### config.mk
export PLATFORM = sky130hd
export DESIGN_NAME = rc_pwm_channel_capture
export DESIGN_NICKNAME = d
export VERILOG_FILES = /design/src/rtl/rcpwm_pkg.sv /design/src/rtl/rc_pwm_channel_capture.sv
export SDC_FILE = /design/constraint.sdc
export NUM_CORES = 1
export LEC_CHECK = 0
export ABC_AREA = 1
export BUFFER_PORTS_ARGS = -buffer_cell sky130_fd_sc_hd__clkbuf_2
export CORE_AREA = 5 5 235 409
export DETAILED_ROUTE_END_ITERATION = 6
export DIE_AREA = 0 0 240 414
export PLACE_DENSITY = 0.66
export SLEW_MARGIN = 0
export SYNTH_ARGS = -nofsm -noshare
export SYNTH_HDL_FRONTEND = slang
export SYNTH_SLANG_ARGS = --single-unit
### constraint.sdc
create_clock -name clk -period 15.12 [get_ports clk]
set_input_delay 0.756 -clock clk [delete_from_list [all_inputs] [get_ports clk]]
set_output_delay 0.756 -clock clk [all_outputs]
set_load 0.05 [all_outputs]
### src/rtl/rcpwm_pkg.sv
// Shared types, register indexes and constants of the RC pulse width capture block.
package rcpwm_pkg;

  // Kind of an input transaction, carried on tuser.
  typedef enum logic {
    FUNC_EDGE = 1'b0,
    FUNC_READ = 1'b1
  } func_e_t;

  // Configuration register indexes.
  typedef enum logic [2:0] {
    REG_DEADBAND  = 3'd0,
    REG_MIN_PULSE = 3'd1,
    REG_MAX_PULSE = 3'd2,
    REG_LOSS_TMO  = 3'd3,
    REG_BOOT      = 3'd4,
    REG_QUIET_GAP = 3'd5
  } cfg_reg_e_t;

  localparam int CH_W    = 3;
  localparam int WIDTH_W = 12;
  localparam int TIME_W  = 32;
  localparam int VALUE_W = 11;
  localparam int CFG_W   = 32;

  localparam logic [5:0]         DEADBAND_RST   = 6'd4;
  localparam logic [5:0]         DEADBAND_DFLT  = 6'd4;
  localparam logic [11:0]        MIN_PULSE_RST  = 12'd850;
  localparam logic [11:0]        MAX_PULSE_RST  = 12'd2150;
  localparam logic [23:0]        LOSS_TMO_RST   = 24'd600000;
  localparam logic [31:0]        BOOT_GRACE_RST = 32'd3000000;
  localparam logic [15:0]        QUIET_GAP_RST  = 16'd2500;
  localparam logic [WIDTH_W-1:0] CLAMP_LO       = 12'd1000;
  localparam logic [WIDTH_W-1:0] CLAMP_HI       = 12'd2000;
  localparam int                 RING_LEN       = 3;

  // Per-channel state held in one memory word.
  typedef struct packed {
    logic [TIME_W-1:0]                 start_time;
    logic [RING_LEN-1:0][WIDTH_W-1:0]  ring;
    logic [1:0]                        slot;
    logic [WIDTH_W-1:0]                filtered;
    logic [WIDTH_W-1:0]                held;
  } chan_entry_t;

  // One result transaction, first field in the highest bits.
  typedef struct packed {
    logic                quiet;
    logic                lost;
    logic [WIDTH_W-1:0]  median;
    logic [VALUE_W-1:0]  value;
  } result_t;

  function automatic logic [WIDTH_W-1:0] med3(input logic [WIDTH_W-1:0] a,
                                               input logic [WIDTH_W-1:0] b,
                                               input logic [WIDTH_W-1:0] c);
    logic [WIDTH_W-1:0] m;
    if (a > b) begin
      if (b > c) m = b;
      else m = (a > c) ? c : a;
    end else begin
      if (a > c) m = a;
      else m = (b > c) ? c : b;
    end
    return m;
  endfunction

endpackage

### src/rtl/rc_pwm_channel_capture.sv
// RC servo pulse width capture: edge events in, per-channel filtered width reads out.
//
// Every input transaction is either a timestamped pin edge on a channel (tuser = 0) or a read
// request (tuser = 1); one transaction is taken per clock cycle while ready. Per-channel
// state (start time, three-entry median ring, filtered and held width) lives in a memory with
// a registered read port: a transaction reads its channel's word in the cycle it is accepted,
// and the next cycle computes the width, median and deadband update and writes the word back.
// A transaction that follows one on the same channel gets the fresh word by forwarding, so no
// bubble is needed. A read request's result enters a four-entry result queue at the clock edge
// after acceptance, and the output presents it from the head of that queue.
// tready drops only when that queue would fill, so a stalled output side holds off input after
// a few results. Edge events produce no result. After reset the block is ready at once:
// per-channel valid bits make unwritten words read as zero.
module rc_pwm_channel_capture
  import rcpwm_pkg::*;
#(
  parameter int NUM_CHANNELS = 5
) (
  input  logic              clk,
  input  logic              rst,
  // Input stream.
  input  logic              s_tvalid,
  output logic              s_tready,
  input  logic [39:0]       s_tdata,   // channel[2:0], level[3], now_us[35:4], zero fill
  input  logic              s_tuser,   // func
  // Result stream.
  output logic              m_tvalid,
  input  logic              m_tready,
  output logic [31:0]       m_tdata,   // channel_value[10:0], median_value[22:11],
                                       // signal_lost[23], quiet[24], zero fill
  // Configuration write port.
  input  logic              cfg_we,
  input  logic [2:0]        cfg_addr,
  input  logic [CFG_W-1:0]  cfg_wdata
);

  localparam int AW     = (NUM_CHANNELS > 1) ? $clog2(NUM_CHANNELS) : 1;
  localparam int QDEPTH = 4;
  localparam int QAW    = 2;

  // Configuration registers.
  logic [5:0]  deadband_us;
  logic [11:0] min_pulse_us;
  logic [11:0] max_pulse_us;
  logic [23:0] loss_timeout_us;
  logic [31:0] boot_grace_us;
  logic [15:0] quiet_gap_us;

  always_ff @(posedge clk) begin
    if (rst) begin
      deadband_us     <= DEADBAND_RST;
      min_pulse_us    <= MIN_PULSE_RST;
      max_pulse_us    <= MAX_PULSE_RST;
      loss_timeout_us <= LOSS_TMO_RST;
      boot_grace_us   <= BOOT_GRACE_RST;
      quiet_gap_us    <= QUIET_GAP_RST;
    end else if (cfg_we) begin
      unique case (cfg_reg_e_t'(cfg_addr))
        REG_DEADBAND:  deadband_us     <= cfg_wdata[5:0];
        REG_MIN_PULSE: min_pulse_us    <= cfg_wdata[11:0];
        REG_MAX_PULSE: max_pulse_us    <= cfg_wdata[11:0];
        REG_LOSS_TMO:  loss_timeout_us <= cfg_wdata[23:0];
        REG_BOOT:      boot_grace_us   <= cfg_wdata;
        REG_QUIET_GAP: quiet_gap_us    <= cfg_wdata[15:0];
        default: ;
      endcase
    end
  end

  // Input decode.
  logic [CH_W-1:0]   in_ch;
  logic              in_level;
  logic [TIME_W-1:0] in_now;
  logic              in_ch_ok;
  logic [AW-1:0]     in_addr;
  logic              accept;

  assign in_ch    = s_tdata[2:0];
  assign in_level = s_tdata[3];
  assign in_now   = s_tdata[35:4];
  assign in_ch_ok = 32'(in_ch) < NUM_CHANNELS;
  assign in_addr  = AW'(in_ch);
  assign accept   = s_tvalid && s_tready;

  // Compute stage registers.
  logic              s1_valid;
  func_e_t           s1_func;
  logic              s1_ch_ok;
  logic [AW-1:0]     s1_addr;
  logic              s1_level;
  logic [TIME_W-1:0] s1_now;

  // Channel state memory.
  chan_entry_t              mem [NUM_CHANNELS];
  logic [NUM_CHANNELS-1:0]  mem_vld;
  chan_entry_t              rd_q;
  logic                     rd_vld;
  logic                     fwd;
  chan_entry_t              fwd_entry;

  chan_entry_t       cur;
  chan_entry_t       nxt;
  logic              mem_we;
  logic              pulse_ok;
  logic [TIME_W-1:0] pulse_w;
  logic [1:0]        slot;
  logic              ring_empty;
  logic [WIDTH_W-1:0] med;
  logic [WIDTH_W-1:0] diff;
  logic [5:0]        db;

  logic [TIME_W-1:0] last_valid_time;

  assign mem_we = s1_valid && (s1_func == FUNC_EDGE) && s1_ch_ok;

  always_ff @(posedge clk) begin
    if (accept && in_ch_ok) begin
      rd_q <= mem[in_addr];
    end
    if (accept) begin
      rd_vld    <= mem_vld[in_addr];
      fwd       <= mem_we && (s1_addr == in_addr);
      fwd_entry <= nxt;
    end
    if (mem_we) begin
      mem[s1_addr] <= nxt;
    end
  end

  always_ff @(posedge clk) begin
    if (rst) begin
      mem_vld <= '0;
    end else if (mem_we) begin
      mem_vld[s1_addr] <= 1'b1;
    end
  end

  always_ff @(posedge clk) begin
    if (rst) begin
      s1_valid <= 1'b0;
    end else begin
      s1_valid <= accept;
    end
    if (accept) begin
      s1_func  <= func_e_t'(s_tuser);
      s1_ch_ok <= in_ch_ok;
      s1_addr  <= in_addr;
      s1_level <= in_level;
      s1_now   <= in_now;
    end
  end

  // Edge event update of the channel word.
  always_comb begin
    cur        = fwd ? fwd_entry : (rd_vld ? rd_q : '0);
    nxt        = cur;
    pulse_ok   = 1'b0;
    pulse_w    = s1_now - cur.start_time;
    slot       = (cur.slot == 2'd3) ? 2'd0 : cur.slot;
    ring_empty = 1'b0;
    med        = '0;
    diff       = '0;
    db         = (deadband_us != '0) ? deadband_us : DEADBAND_DFLT;
    if (s1_level) begin
      nxt.start_time = s1_now;
    end else if (cur.start_time != '0) begin
      nxt.start_time = '0;
      if (pulse_w >= 32'(min_pulse_us) && pulse_w <= 32'(max_pulse_us)) begin
        pulse_ok       = 1'b1;
        nxt.ring[slot] = pulse_w[WIDTH_W-1:0];
        nxt.slot       = (slot == 2'd2) ? 2'd0 : slot + 2'd1;
        for (int i = 0; i < RING_LEN; i++) begin
          if (nxt.ring[i] == '0) ring_empty = 1'b1;
        end
        // Until the ring is filled the new width bypasses the median.
        med          = ring_empty ? pulse_w[WIDTH_W-1:0]
                                  : med3(nxt.ring[0], nxt.ring[1], nxt.ring[2]);
        nxt.filtered = med;
        diff         = (med >= cur.held) ? med - cur.held : cur.held - med;
        if (cur.held == '0 || diff >= 12'(db)) begin
          nxt.held = med;
        end
      end
    end
  end

  always_ff @(posedge clk) begin
    if (rst) begin
      last_valid_time <= '0;
    end else if (mem_we && pulse_ok) begin
      last_valid_time <= s1_now;
    end
  end

  // Read request result.
  result_t           res;
  logic [TIME_W-1:0] since;
  logic [WIDTH_W-1:0] held_clamped;

  always_comb begin
    since        = s1_now - last_valid_time;
    res          = '0;
    held_clamped = cur.held;
    if (held_clamped < CLAMP_LO) held_clamped = CLAMP_LO;
    if (held_clamped > CLAMP_HI) held_clamped = CLAMP_HI;
    if (last_valid_time == '0) begin
      res.lost  = s1_now > boot_grace_us;
      res.quiet = 1'b1;
    end else begin
      res.lost  = since > 32'(loss_timeout_us);
      res.quiet = res.lost || since >= 32'(quiet_gap_us);
    end
    if (s1_ch_ok) begin
      res.median = cur.filtered;
      if (!res.lost && cur.held != '0) begin
        res.value = held_clamped[VALUE_W-1:0];
      end
    end
  end

  // Result queue.
  result_t           q_mem [QDEPTH];
  logic [QAW-1:0]    q_wr;
  logic [QAW-1:0]    q_rd;
  logic [QAW:0]      q_count;
  logic              push;
  logic              pop;
  logic              s1_is_read;

  assign s1_is_read = s1_valid && (s1_func == FUNC_READ);
  assign push       = s1_is_read;
  assign pop        = m_tvalid && m_tready;
  assign m_tvalid   = q_count != '0;
  assign m_tdata    = {7'b0, q_mem[q_rd]};
  // Room is kept for the result still in the compute stage and the one about to enter.
  assign s_tready   = (q_count + (QAW+1)'(s1_is_read)) < (QAW+1)'(QDEPTH);

  always_ff @(posedge clk) begin
    if (push) begin
      q_mem[q_wr] <= res;
    end
  end

  always_ff @(posedge clk) begin
    if (rst) begin
      q_wr    <= '0;
      q_rd    <= '0;
      q_count <= '0;
    end else begin
      if (push) q_wr <= q_wr + QAW'(1);
      if (pop)  q_rd <= q_rd + QAW'(1);
      if (push && !pop) q_count <= q_count + (QAW+1)'(1);
      else if (!push && pop) q_count <= q_count - (QAW+1)'(1);
    end
  end

`ifndef NO_ASSERTIONS
  a_no_overflow : assert property (@(posedge clk) disable iff (rst)
    !(push && !pop && q_count == (QAW+1)'(QDEPTH)))
    else $error("result queue overflow");

  a_read_gives_result : assert property (@(posedge clk) disable iff (rst)
    (accept && s_tuser == FUNC_READ) |=> push)
    else $error("read request produced no result");

  a_edge_no_result : assert property (@(posedge clk) disable iff (rst)
    (accept && s_tuser == FUNC_EDGE) |=> !push)
    else $error("edge event produced a result");
`endif

endmodule
==> flow_summary.toml <==
[timing]
relSlewSlack_pct = 26.5
fin_crit_sh_pct = 72.1
holdWs_ns = 0.249
setup_tns_ns = 0
rsz0062_at_grt = "false"
skew_ns = 0.0330
hold_violations = 0
max_freq_mhz = 91.8
period_minus_slack_ns = 10.90
finalSetupViolCount = 0
slew_viol_final = 0
tightest_slew_ns = 1.10

[worst_setup_path]
crit_path_end_kind = "flip-flop"
r2r_cells = 54
cpMostUsedCell = "nand2_1"
crit_slowest_cell = "buf_4"
arrival_ns = 11.39
crit_family = "simple AND/OR/NAND/NOR gates"
cpPeakStageDelay_ns = 0.70
crit_required_ns = 15.61
worstPathMaxFanout = 60
critPathBufInv = 11
cp-start-kind = "flip-flop"
critPathKind = "flip-flop to flip-flop"
worstSetupPathDepth = 54

[route]
first_iter_violations = 2374
routed_via_density = 5.63
wl_per_cell_um = 20.1
vias = 33000
wl_um = 118000
first_pass_iters = 6
drc = 0
postRouteAntennaNets = 0

[clock_tree]
cts_resized = 0
cts_root_buf = "clkbuf_16"
postCtsSetupBuffers = 0
numClockSinks = 947
cts_tree = "built"
cts_buffers = 82
clk_pin_slew_ns = 0.07
clk_latency_ns = 0.69
cts_hold_buffers = 0
htreeDepth = 3
clockBufferDepth = 3

[final_layout]
final_common_cell = "edfxtp_1"
syn2layout_area_growth_pct = 9.35
layout.nets = 4887
fillCellCount = 8017
layout_common_cells = "798 x edfxtp_1, 686 x nor2_1, 583 x nand2_1, 435 x inv_1, 435 x o21ai_0"
drive_gt1_share_pct = 7.79

[yosys]
synth-async-reset-ratio_pct = 0
synth_top_cell_by_area = "edfxtp_1"
ys_seq_area_share_pct = 58.9
yosys-top-cells-area = "edfxtp_1 52%, dfxtp_1 6.5%, ha_1 6.0%"
synth.avg_cell_area_um2 = 10.1
synth-seq-cells = 947
syn_area_um2 = 45800
ys_types = 70
synth_warnings = 0
ys.flop_type = "edfxtp_1"
yosysTopAreaCellShare_pct = 52.4
synth_cells = 4551
synth_edf_count = 798

[floorplan]
start_util_pct = 49.5
num_io_pins = 115
rows = 148
die_h_um = 414
die-area_um2 = 99400
floorplan.core_area_um2 = 92400
die_w_um = 240

[worst_hold_path]
worstHoldPathType = "primary input to flip-flop"
whs_path_depth = 1

[global_route]
grt_pass1_wl_um = 181000
grt_pass1_vias = 32500
antenna_found_initial = 2
overflow = 0
grt_max_degree = 158
track_usage_pct = 23.2

[power]
power_mw = 9.03
ir_drop_v = 0.000143
powerDensity_nw_per_um2 = 180
power.leakage_nw = 19.5

[flow_run]
cap_violations = 0

[placed_design]
io_buffers = 103
dp_hpwl_um = 77600
routabilityCongestion = 0.913

[outcome]
outcome = "complete, no violations"
-- metal layers --
layer	GRT usage [%]	share of wire (%)	vias up
li1	-	-	16000
met1	27.0	38	15800
met2	42.5	53	942
met3	2.54	5.0	244
met4	10.7	4.6	2
met5	0	0.010	-
-- where the power goes --
part / switching [mW] / total [mW] / leakage (nW) / internal (mW)
sequential: 0.0654 / 3.13 / 8.62 / 3.06
combinational: 2.56 / 3.75 / 9.56 / 1.18
clock: 0.967 / 2.15 / 1.33 / 1.19
-- stage by stage --
stage,instances,instance area [µm²],util (%),setup WS (ns)
4_1_cts,5848,50100,54.2,4.34
3_5_place_dp,5697,47300,51.2,4.39
5_1_grt,5849,50100,54.2,3.32
6_report,5849,50100,54.2,4.22
3_3_place_gp,5697,47300,51.2,4.51
2_1_floorplan,4557,45800,-,4.28
-- final timing paths --
check | endpoint | slack (ns) | start
worst min register to register | boot_grace_us[25]$_SDFFE_PP0P_ | 0.46 | boot_grace_us[25]$_SDFFE_PP0P_
worst max-delay path | mem[0][6]$_DFFE_PP_ | 4.22 | fwd$_DFFE_PP_
worst min-delay path | s1_level$_DFFE_PP_ | 0.25 | s_tdata[3]
worst max register to register | mem[0][6]$_DFFE_PP_ | 4.22 | fwd$_DFFE_PP_
-- sequential cells by signal, indices dropped and copies added (netlist names), named ones only --
| name | count |
|---|---|
| s1_addr | 3 |
| loss_timeout_us | 24 |
| q_rd | 2 |
| last_valid_time | 32 |
| q_wr | 2 |
| s1_func | 1 |
| fwd | 1 |
| min_pulse_us | 12 |
| boot_grace_us | 32 |
| q_count | 3 |
| quiet_gap_us | 16 |
| rd_vld | 1 |
| q_mem | 100 |
| deadband_us | 6 |
| fwd_entry | 94 |
| max_pulse_us | 12 |
| mem | 470 |
| s1_valid | 1 |
| rd_q | 94 |
| mem_vld | 5 |
| s1_level | 1 |
| s1_ch_ok | 1 |
| s1_now | 32 |
-- cells by family after synthesis --
kind of cell	Yosys count	synth area share [%]
adder cells (fa/ha/maj)	225	6.23
XOR/XNOR	54	1.05
buffers and inverters	664	5.84
AND/OR/NAND/NOR	1618	15.0
other	1	0.00819
flip-flops	947	58.9
AO/OA/AOI/OAI	1041	13.0
multiplexers	1	0.0219
-- synthesized netlist by cell type (15+ instances only) --
library cell and count:
a21oi_1 227, a22o_1 34, a22oi_1 59, a31oi_1 103
buf_1 22, buf_2 17, buf_4 15, clkbuf_1 135
dfxtp_1 149, edfxtp_1 798, ha_1 220, inv_1 439
nand2_1 583, nand3_1 166, nand4_1 46, nor2_1 690
nor3_1 40, nor4_1 20, o211ai_1 38, o21ai_0 435
o21ai_1 55, o22ai_1 27, xnor2_1 21, xor2_1 32
-- area by class of cell --
class | count | area (µm²) | area share, %
clock inverters | 48 | 526 | 1.05
repair buffers | 146 | 860 | 1.72
clock buffers | 103 | 2230 | 4.46
inverters | 458 | 1740 | 3.48
multi-input cells | 2946 | 16200 | 32.5
diodes | 1 | 2.50 | 0.00500
well taps | 1200 | 1500 | 3.00
flip-flops and latches | 947 | 26900 | 53.8
Note: power is estimated with default switching activity, not from simulation.
